## src/sdm_ram.sv

```systemverilog
// Generic single-write, single-read RAM with registered read data.
`default_nettype none
module sdm_ram #(
    parameter int WIDTH = 8,
    parameter int DEPTH = 16
) (
    input  wire logic                     clk,
    input  wire logic                     we,
    input  wire logic [$clog2(DEPTH)-1:0] waddr,
    input  wire logic [WIDTH-1:0]         wdata,
    input  wire logic                     re,
    input  wire logic [$clog2(DEPTH)-1:0] raddr,
    output logic      [WIDTH-1:0]         rdata
);

    logic [WIDTH-1:0] mem [DEPTH];

    // write port
    always_ff @(posedge clk)
    begin
        if (we)
        begin
            mem[waddr] <= wdata;
        end
    end

    // registered read port, old data on a same-address collision
    always_ff @(posedge clk)
    begin
        if (re)
        begin
            rdata <= mem[raddr];
        end
    end

endmodule
`default_nettype wire

```

## config.mk

```make
export PLATFORM = sky130hd
export DESIGN_NAME = sdm_ram
export DESIGN_NICKNAME = d
export VERILOG_FILES = /design/src/sdm_ram.sv
export SDC_FILE = /design/constraint.sdc
export NUM_CORES = 1
export LEC_CHECK = 0
export ABC_CLOCK_PERIOD_IN_PS = 1850
export CORE_MARGIN = 1.5
export CORE_UTILIZATION = 55
export CTS_BUF_LIST = sky130_fd_sc_hd__clkbuf_8
export DETAILED_ROUTE_END_ITERATION = 10
export DONT_BUFFER_PORTS = 1
export GPL_TIMING_DRIVEN = 0
export PLACE_DENSITY = 0.73
export SLEW_MARGIN = 20
export SYNTH_ARGS = -nofsm -noshare
export SYNTH_HDL_FRONTEND = slang
export SYNTH_SLANG_ARGS = --single-unit
```

## constraint.sdc

```tcl
create_clock -name clk -period 1.85 [get_ports clk]
set_clock_uncertainty 0.2 [all_clocks]
set_input_delay 0.185 -clock clk [delete_from_list [all_inputs] [get_ports clk]]
set_output_delay 0.185 -clock clk [all_outputs]
set_load 0.01 [all_outputs]
```

==> metrics.yaml <==
worst_setup_path:
  reg2reg_depth: 3
  criticalPathCategory: "reg2reg"
  r2r_setup_slack_ns: 0.1
  critical_path_required_ns: 1.80
  r2r_start: "mem[7][7]$_DFFE_PP_"
  crit_path_start_kind: "flip-flop"
  end_kind: "flip-flop"
  cp_data_arrival_time_ns: 1.70
  worstPathMaxFanout: 1
  worstReg2RegEnd: "rdata[7]$_DFFE_PP_"
synth:
  yosysUniqueCellTypes: 18
  synth_area_leaders: "edfxtp_1 78%, mux4_2 7.8%, mux4_1 7.0%, a22oi_1 2.3%, nor2_1 0.93%"
  synth.yosys.seq_area_share_pct: 78.1
  avgSynthCellArea_um2: 22.8
  synth_edf_count: 136
  synthXorXnorAreaFrac_pct: 0
  postSynthCellCount: 229
  yosysTopAreaCell: "edfxtp_1"
  async_flop_share_pct: 0
  synth_common_cells: "136 x edfxtp_1, 18 x mux4_2, 16 x a22oi_1"
  synth_nets: 248
  ys_ff_latch: 136
  synthAdderAreaFrac_pct: 0
  synthMuxAreaShare_pct: 14.8
  synth-simple-area-share_pct: 3.14
  synth_compound_area_share_pct: 2.30
  yosys_warnings: 0
  synth_top_area_share_pct: 78.1
  syn_area_um2: 5230
  yosysMostFrequentCell: "edfxtp_1"
  synth-main-ff-cell: "edfxtp_1"
  synth_top_family_by_area: "multiplexers"
route:
  wl_per_cell_um: 23.3
  drtIter0Drc: 302
  drt-total-wl_um: 9310
  via_per_inst: 5.92
  dr.pass1.iters: 4
  antenna_left: 0
  drc: 0
  num_vias: 2369
clock_tree:
  cts_tree: "built"
  htree_levels: 4
  ctsResizeCount: 0
  cts.sinks: 136
  post_cts_buffers: 0
  cts_root_buffer: "clkbuf_8"
  cts_buffer_depth: 2
  clkTransAtPathRegs_ns: 0.07
  holdBufCountCts: 12
  clkLatencyLatePin_ns: 0.41
  cts_buffers: 17
floorplan:
  dieArea_um2: 10100
  io_pins: 27
  core_area_um2: 9240
  die_y_um: 100
  start_util_pct: 56.6
  die_w_um: 100
  fp-row-count: 35
finish:
  n_fill_cell: 602
  drive_above_1_share_pct: 22.1
  diodes: 0
  fin_nets: 279
  area_delta_synth_final_pct: 12.9
  multi_input_area_um2: 1080
  regArea_um2: 4080
timing:
  period_share_pct: 94.7
  worst_slack_ns: 0.0987
  tightest_slew_ns: 0.801
  final_hold_viol_count: 0
  rsz0062_at_grt: "false"
  fmax_ghz: 0.571
  final-max-slew-violation-count: 0
  setup_viol: 0
  relSlewSlack_pct: 46.4
  post-route-min-period_ns: 1.75
global_routing:
  grt_pass1_wl_um: 13900
  antenna_found_initial: 0
  grt_usage_pct: 20.9
  grt_pass1_vias: 2346
  grt-ovfl-total: 0
  grt_max_degree: 17
worst_hold_path:
  holdCritStartpoint: "waddr[2]"
  hp-class: "in2reg"
  whs_endpoint: "mem[12][4]$_DFFE_PP_"
  hold_depth: 2
pwr:
  power_w: 0.00609
  peakVddDrop_v: 0.000464
  cellPowerDensity_nw_per_um2: 1030
  p_leak_nw: 1.91
placed_design:
  dp_hpwl_um: 5770
  io_buffer_count: 0
  dpl_worst_slack_ns: -0.0820
  gp_congestion: 0.731
outcome:
  status: "finished, final reports clean"
run:
  drv_cap: 0
## final cells by class
class	instances	area share, %
flip-flops and latches	136	69.2
multi-input cells	83	18.3
clock buffers	17	3.96
well taps	129	2.73
clock inverters	13	2.35
repair buffers	12	2.04
plain buffers	10	1.46
## cell usage in the layout (no fill, tap or decap), types with 3 or more instances in the layout
master,netlist,final
a22oi_1,16,16
buf_2,3,3
buf_6,3,3
bufinv_16,0,3
clkbuf_8,0,17
clkdlybuf4s25_2,3,3
clkinv_2,0,6
dlygate4sd3_1,0,12
edfxtp_1,136,136
mux4_1,14,14
mux4_2,18,18
nand2_1,9,9
nor2_1,13,13
nor3_2,0,4
## through the flow
stage | hold slack [ns] | util [%] | instance area [µm²] | cells | TNS, ns
floorplan | 0.0839 | - | 5230 | 229 | 0
global placement | 0.0847 | 58.4 | 5390 | 358 | -4.71
detailed placement | 0.0847 | 58.5 | 5410 | 358 | -2.26
CTS | 0.0278 | 63.9 | 5900 | 400 | 0
global route | 0.0281 | 63.9 | 5900 | 400 | 0
finish | 0.0497 | 63.9 | 5900 | 400 | 0
## power breakdown
| group | leakage (nW) | internal, W | switching [W] |
|---|---|---|---|
| Sequential | 1.24 | 0.00347 | 0.0000236 |
| Clock | 0.197 | 0.00129 | 0.00100 |
| Combinational | 0.473 | 0.000129 | 0.000174 |
| Total | 1.91 | 0.00489 | 0.00120 |
## flip-flops by register name (all words and copies together) (netlist names)
name	flops
mem	128
rdata	8
## layer usage
metal  routed length, µm  up-vias  share of wire [%]  GRT usage (%)
met3                 797        6                8.6           5.89
met5                   0        -                  0              0
li1                    -     1041                  -              -
met4                  63        0               0.68           6.83
met1                3860     1205                 41           30.3
met2                4580      117                 49           31.3
## logic make-up (layout without fill, tap and decap cells)
kind of cell	after synthesis	count (layout)
flops	136	136
simple gates	35	35
mux	32	32
compound gates	16	16
buf+inv	10	52
## critical path: stages (launching register included)
cell and delay, ns:
edfxtp_1 0.37, mux4_2 0.51, a22oi_1 0.29, nand2_1 0.12
## how the worst max path moves through the flow
stage	startpoint	to	slack (ns)	cells after the start
after global placement	waddr[2]	mem[8][2]$_DFFE_PP_	-0.17	2
after detailed placement	waddr[2]	mem[2][3]$_DFFE_PP_	-0.08	2
final	mem[7][7]$_DFFE_PP_	rdata[7]$_DFFE_PP_	0.1	3
after global routing	mem[7][7]$_DFFE_PP_	rdata[7]$_DFFE_PP_	0.08	3
after floorplan	raddr[0]	rdata[1]$_DFFE_PP_	0.18	5
after CTS	mem[7][7]$_DFFE_PP_	rdata[7]$_DFFE_PP_	0.1	3
No activity file was read; power rests on OpenSTA's default activity.
