[src/sdm_pkg.sv]
// Shared constants, command codes and types of the SDM counter bank.
`default_nettype none
package sdm_pkg;

    // Array geometry
    localparam int LOCATIONS     = 1024;
    localparam int MAX_DIMENSION = 256;
    localparam int LANES         = 64;
    localparam int COUNTER_WIDTH = 8;

    // Field widths
    localparam int CMD_W    = 3;
    localparam int LOC_W    = 10;
    localparam int CHUNK_W  = 2;
    localparam int WEIGHT_W = 7;
    localparam int BIU_W    = 9;
    localparam int IN_W     = 152;
    localparam int OUT_W    = 64;

    // Derived sizes
    localparam int CHUNKS     = MAX_DIMENSION / LANES;
    localparam int LANE_W     = $clog2(LANES);
    localparam int LANE_IDX_W = CHUNK_W + LANE_W;
    localparam int ROW_W      = LANES * COUNTER_WIDTH;
    localparam int ROWS       = LOCATIONS * CHUNKS;
    localparam int ROW_AW     = $clog2(ROWS);
    localparam int SUM_W      = ((COUNTER_WIDTH > WEIGHT_W) ? COUNTER_WIDTH : WEIGHT_W) + 2;

    // Limits as sized constants
    localparam logic [LOC_W:0] LOC_LIMIT = (LOC_W + 1)'(LOCATIONS);
    localparam logic [BIU_W-1:0] DIM_LIMIT = BIU_W'(MAX_DIMENSION);

    // Command codes
    localparam logic [CMD_W-1:0] CMD_ADD   = 3'd0;
    localparam logic [CMD_W-1:0] CMD_WADD  = 3'd1;
    localparam logic [CMD_W-1:0] CMD_TZERO = 3'd2;
    localparam logic [CMD_W-1:0] CMD_CLEAR = 3'd3;
    localparam logic [CMD_W-1:0] CMD_READ  = 3'd4;

    // Configuration register indexes
    localparam logic REG_SATURATE    = 1'b0;
    localparam logic REG_BITS_IN_USE = 1'b1;

    // Item held in the update stage
    typedef struct packed {
        logic [CMD_W-1:0]    cmd;
        logic [CHUNK_W-1:0]  chunk;
        logic [LANES-1:0]    data;
        logic [WEIGHT_W-1:0] weight;
        logic [LANES-1:0]    ties;
    } item_t;

    // Row update results
    typedef struct packed {
        logic [ROW_W-1:0] new_row;
        logic [LANES-1:0] read_bits;
    } alu_out_t;

endpackage
`default_nettype wire

[src/sdm_row_alu.sv]
// Per-lane counter update and sign readout for one row of counters.
`default_nettype none
module sdm_row_alu (
    input  wire sdm_pkg::item_t                      item,
    input  wire logic [sdm_pkg::ROW_W-1:0]          row,
    input  wire logic                               sat_en,
    input  wire logic [sdm_pkg::BIU_W-1:0]          bits_in_use,
    output sdm_pkg::alu_out_t                        res
);
    import sdm_pkg::*;

    logic [BIU_W-1:0] limit;

    // counters in use per location
    assign limit = (bits_in_use > DIM_LIMIT) ? DIM_LIMIT : bits_in_use;

    // lanes are independent
    always_comb
    begin
        logic [COUNTER_WIDTH-1:0] raw;
        logic [COUNTER_WIDTH-1:0] nxt;
        logic [SUM_W-1:0]         ext;
        logic [SUM_W-1:0]         stp;
        logic [SUM_W-1:0]         sum;
        logic [LANE_IDX_W-1:0]    lane_idx;
        logic                     in_use;
        logic                     ovf;
        logic                     pos;
        logic                     neg;
        logic                     bit_j;

        res = '0;
        for (int j = 0; j < LANES; j++)
        begin
            raw      = row[j*COUNTER_WIDTH +: COUNTER_WIDTH];
            bit_j    = item.data[j];
            lane_idx = {item.chunk, LANE_W'(j)};
            in_use   = ({1'b0, lane_idx} < limit);
            pos      = !raw[COUNTER_WIDTH-1] && (|raw);
            neg      = raw[COUNTER_WIDTH-1];

            // signed step with overflow check on the extended sum
            ext = {{(SUM_W-COUNTER_WIDTH){raw[COUNTER_WIDTH-1]}}, raw};
            stp = (item.cmd == CMD_ADD) ? SUM_W'(1) : SUM_W'(item.weight);
            sum = bit_j ? (ext + stp) : (ext - stp);
            ovf = !(&sum[SUM_W-1:COUNTER_WIDTH-1]) && (|sum[SUM_W-1:COUNTER_WIDTH-1]);

            nxt = raw;
            case (item.cmd)
                CMD_ADD, CMD_WADD:
                begin
                    if (!(sat_en && ovf))
                    begin
                        nxt = sum[COUNTER_WIDTH-1:0];
                    end
                end
                CMD_TZERO:
                begin
                    if (bit_j && pos)
                    begin
                        nxt = raw - COUNTER_WIDTH'(1);
                    end
                    else if (!bit_j && neg)
                    begin
                        nxt = raw + COUNTER_WIDTH'(1);
                    end
                end
                CMD_CLEAR:
                begin
                    nxt = '0;
                end
                default:
                begin
                    nxt = raw;
                end
            endcase

            res.new_row[j*COUNTER_WIDTH +: COUNTER_WIDTH] = in_use ? nxt : raw;
            res.read_bits[j] = in_use && (pos || ((raw == '0) && item.ties[j]));
        end
    end

endmodule
`default_nettype wire

[config.mk]
export PLATFORM = sky130hd
export DESIGN_NAME = sdm_row_alu
export DESIGN_NICKNAME = d
export VERILOG_FILES = /design/src/sdm_pkg.sv /design/src/sdm_row_alu.sv
export SDC_FILE = /design/constraint.sdc
export NUM_CORES = 2
export LEC_CHECK = 0
export BUFFER_PORTS_ARGS = -buffer_cell sky130_fd_sc_hd__buf_2
export CORE_AREA = 2 2 482 484
export DETAILED_ROUTE_END_ITERATION = 8
export DIE_AREA = 0 0 484 486
export PLACE_DENSITY_LB_ADDON = 0.3
export SETUP_SLACK_MARGIN = 0.4
export SYNTH_ARGS = -nofsm -noshare
export SYNTH_HDL_FRONTEND = slang
export SYNTH_SLANG_ARGS = --single-unit
[constraint.sdc]
create_clock -name vclk -period 24.3
set_input_delay 3.645 -clock vclk [all_inputs]
set_output_delay 3.645 -clock vclk [all_outputs]
set_load 0.02 [all_outputs]
==> run_results.csv <==
group,metric,value,unit
status,outcome,"finished, final reports clean",
floorplan,dieHeight,486,um
layout,nFillCells,25389,
hold_path,hold_path_depth,4,
sta,worst_slew_pin_slew,1.39,ns
setup_path,critical_path_required,20.65,ns
floorplan,fp.dieArea,235000,um2
setup_path,critPathLaunchType,"input pin",
synthesis,post_synth_instance_area,68100,um2
layout,syn2layout_area_growth,13.8,%
placed_design,place.detailed.instances,14189,
detailed_routing,count_of_routing_violations_after_the_opening_detailed_route_iteration,8500,
sta,finalSetupTns,0,ns
detailed_routing,routed_wire_length_per_instance,26.5,um
sta,fin_ws,9.10,ns
hold_path,hold_path.class,"in2out",
power,power.static_leakage,32.6,nW
global_route,grt_antenna_before_repair,188,
sta,layout_worst_path_cycle_share,62.6,%
synthesis,synthesis.area_per_instance,6.58,um2
layout,layout.cells.non_filler,14324,
layout,postLayoutCoreUtil,33.8,%
global_route,grt_remaining_overflow,0,
detailed_routing,drt_wl_total,380,mm
floorplan,initial_utilization,29.7,%
clocking,hold_buffers,0,
power,vdd_ir_drop_max,0.0163,mV
detailed_routing,avgViaCountPerCell,6.08,
global_route,first_global_vias,77797,
flow_run,drv.max_cap_violation_count,0,
layout,final_layout_clock_buffer_total,0,
detailed_routing,first_pass_detailed_route_iteration_total,6,
placed_design,globalplace.congestion,1.00,
clocking,cts.repair_timing.setup_buffer_count,0,
power,total_power,2.71,mW
synthesis,postSynthNetCount,11918,
synthesis,ys_seq_area_share,0,%
sta,rsz0062_at_grt,"no",
layout,post-route-cell-area,77500,um2
layout,layout.nets,12725,
synthesis,synthDistinctLibCells,110,
clocking,post_cts.resized_instances,0,
detailed_routing,drcViolationCount,0,
floorplan,floorplan.core_area,229000,um2
floorplan,num_io_pins,1238,
synthesis,synth.yosys.warnings,0,
setup_path,critical_path_type,"in2out",
setup_path,crit_path_end_kind,"output pin",
global_route,global_route.usage.total,30.3,%
sta,clock.fmax,65.8,MHz
layout,seqCellArea,0,um2
placed_design,dpl_worst_slack,9.11,ns
sta,slew_headroom,6.56,%
synthesis,syn_inst,10358,
setup_path,path_max_fanout,31,
layout,n_sequential_cell,0,
sta,final-max-slew-violation-count,0,
sta,worst_hold_slack,7.64,ns
floorplan,row_count,176,
setup_path,crit_arrival,11.56,ns
placed_design,place.detailed.hpwl,297,mm
sta,finalHoldViolations,0,
layout,fraction_of_layout_cells_with_a_size_suffix_above_1,14.7,%
floorplan,overall_die_width,484,um
power,powerDensity,35.0,nW/um2
detailed_routing,vias,87156,
global_route,largest_net_degree_at_the_start_of_global_routing,93,
sta,setup_violations,0,
placed_design,dpl_cell_area,77200,um2
sta,period_needed,15.20,ns
global_route,global_route_wire_length_before_repair,540,mm
placed_design,port-buffer-count,1238,
detailed_routing,antenna_violating_nets_post_route,0,
routing by layer:
metal | GRT usage, % | vias to the layer above | share of wire, %
met4 | 17.5 | 98 | 6.5
li1 | - | 40806 | -
met3 | 6.68 | 871 | 9.4
met1 | 37.8 | 41013 | 40
met2 | 47.6 | 4368 | 44
met5 | 0 | - | 0.16
critical path: stages:
cell,delay (ns)
sky130_fd_sc_hd__buf_2,0.12
sky130_fd_sc_hd__buf_4,0.34
sky130_fd_sc_hd__or3_4,0.60
sky130_fd_sc_hd__nand2b_4,0.65
sky130_fd_sc_hd__inv_1,0.29
sky130_fd_sc_hd__ha_4,0.46
sky130_fd_sc_hd__buf_4,0.57
sky130_fd_sc_hd__o21ai_0,0.27
sky130_fd_sc_hd__a21oi_4,0.17
sky130_fd_sc_hd__buf_4,0.35
sky130_fd_sc_hd__buf_4,0.50
sky130_fd_sc_hd__o21ai_0,0.21
sky130_fd_sc_hd__ha_1,0.34
sky130_fd_sc_hd__a21oi_1,0.19
sky130_fd_sc_hd__o21ai_0,0.15
sky130_fd_sc_hd__a41oi_1,0.34
sky130_fd_sc_hd__xor2_1,0.14
sky130_fd_sc_hd__or3_1,0.41
sky130_fd_sc_hd__a311oi_1,0.87
sky130_fd_sc_hd__a22oi_1,0.13
sky130_fd_sc_hd__o21ai_0,0.41
sky130_fd_sc_hd__buf_2,0.30
power breakdown:
group	switching [mW]	internal, mW
clock	0	0.000000565
combinational	1.73	0.982
sequential	0	0
total	1.73	0.982
kinds of logic after synthesis:
group	share of synthesized area (%)
AOI/OAI and AO/OA	34.7
xor gates and xnor gates	11.5
adders and majority gates	17.2
buffers and inverters	4.97
muxes	4.09
and+or+nand+nor	27.5
layout by cell type, fill, tap and decap left out, drive strengths merged, types with 44 or more instances in the layout:
cell	count
buf	1349
nor2	1315
nand2	899
ha	834
o21ai	791
a21oi	717
xnor2	642
nand3	372
inv	343
nor3	337
xor2	217
a21o	206
a31oi	180
o211ai	163
a211oi	159
mux2i	156
a22oi	139
diode	135
nor2b	132
nor4	132
nand4	115
and3	113
a221o	112
o31ai	109
mux2	93
nand2b	93
or3	92
o221ai	86
o21a	81
o22ai	80
a41oi	72
o21bai	71
and2	68
fa	64
a211o	59
nand3b	48
nor3b	44
or2	44
synth_stat cells, types with 29 or more instances:
master	n	share of area [%]
sky130_fd_sc_hd__nor2_1	1314	7.2
sky130_fd_sc_hd__nand2_1	898	4.9
sky130_fd_sc_hd__ha_1	834	15
sky130_fd_sc_hd__o21ai_0	773	5.7
sky130_fd_sc_hd__a21oi_1	716	5.3
sky130_fd_sc_hd__xnor2_1	637	8.2
sky130_fd_sc_hd__clkbuf_1	492	2.7
sky130_fd_sc_hd__nand3_1	370	2.7
sky130_fd_sc_hd__inv_1	343	1.9
sky130_fd_sc_hd__nor3_1	334	2.5
sky130_fd_sc_hd__xor2_1	217	2.8
sky130_fd_sc_hd__a21o_1	206	2.3
sky130_fd_sc_hd__a31oi_1	167	1.5
sky130_fd_sc_hd__o211ai_1	162	1.8
sky130_fd_sc_hd__a211oi_1	156	1.7
sky130_fd_sc_hd__mux2i_1	156	2.3
sky130_fd_sc_hd__a22oi_1	139	1.5
sky130_fd_sc_hd__nor2b_1	132	1.2
sky130_fd_sc_hd__nor4_1	130	1.2
sky130_fd_sc_hd__nand4_1	115	1.1
sky130_fd_sc_hd__and3_1	113	1.0
sky130_fd_sc_hd__a221o_1	112	1.6
sky130_fd_sc_hd__o31ai_1	109	1.2
sky130_fd_sc_hd__mux2_2	93	1.5
sky130_fd_sc_hd__nand2b_1	93	0.85
sky130_fd_sc_hd__or3_1	92	0.84
sky130_fd_sc_hd__o221ai_1	85	1.1
sky130_fd_sc_hd__o21a_1	81	0.89
sky130_fd_sc_hd__o22ai_1	80	0.73
sky130_fd_sc_hd__a41oi_1	72	0.93
sky130_fd_sc_hd__o21bai_1	71	0.78
sky130_fd_sc_hd__and2_1	66	0.61
sky130_fd_sc_hd__fa_1	64	1.9
sky130_fd_sc_hd__a211o_1	59	0.76
sky130_fd_sc_hd__nand3b_1	48	0.53
sky130_fd_sc_hd__nor3b_1	43	0.47
sky130_fd_sc_hd__a31o_2	42	0.54
sky130_fd_sc_hd__or2_2	42	0.39
sky130_fd_sc_hd__o41ai_1	40	0.51
sky130_fd_sc_hd__o31a_1	30	0.39
sky130_fd_sc_hd__or4_1	30	0.33
sky130_fd_sc_hd__buf_1	29	0.16
sky130_fd_sc_hd__o311ai_0	29	0.37
worst paths after layout:
kind / startpoint / end / slack (ns)
worst min-delay path: item[31] / res[31] / 7.64
worst max-delay path: item[139] / res[137] / 9.10
final cells by class:
class                      count  area (um2)  share of cell area [%]
timing repair buffer        1349        7100                    9.16
multi-input combinational   9471       65000                    83.8
inverter                     343        1290                    1.67
tap                         3026        3790                    4.89
antenna                      135         338                   0.436
Power figures use the tool's default switching activity.
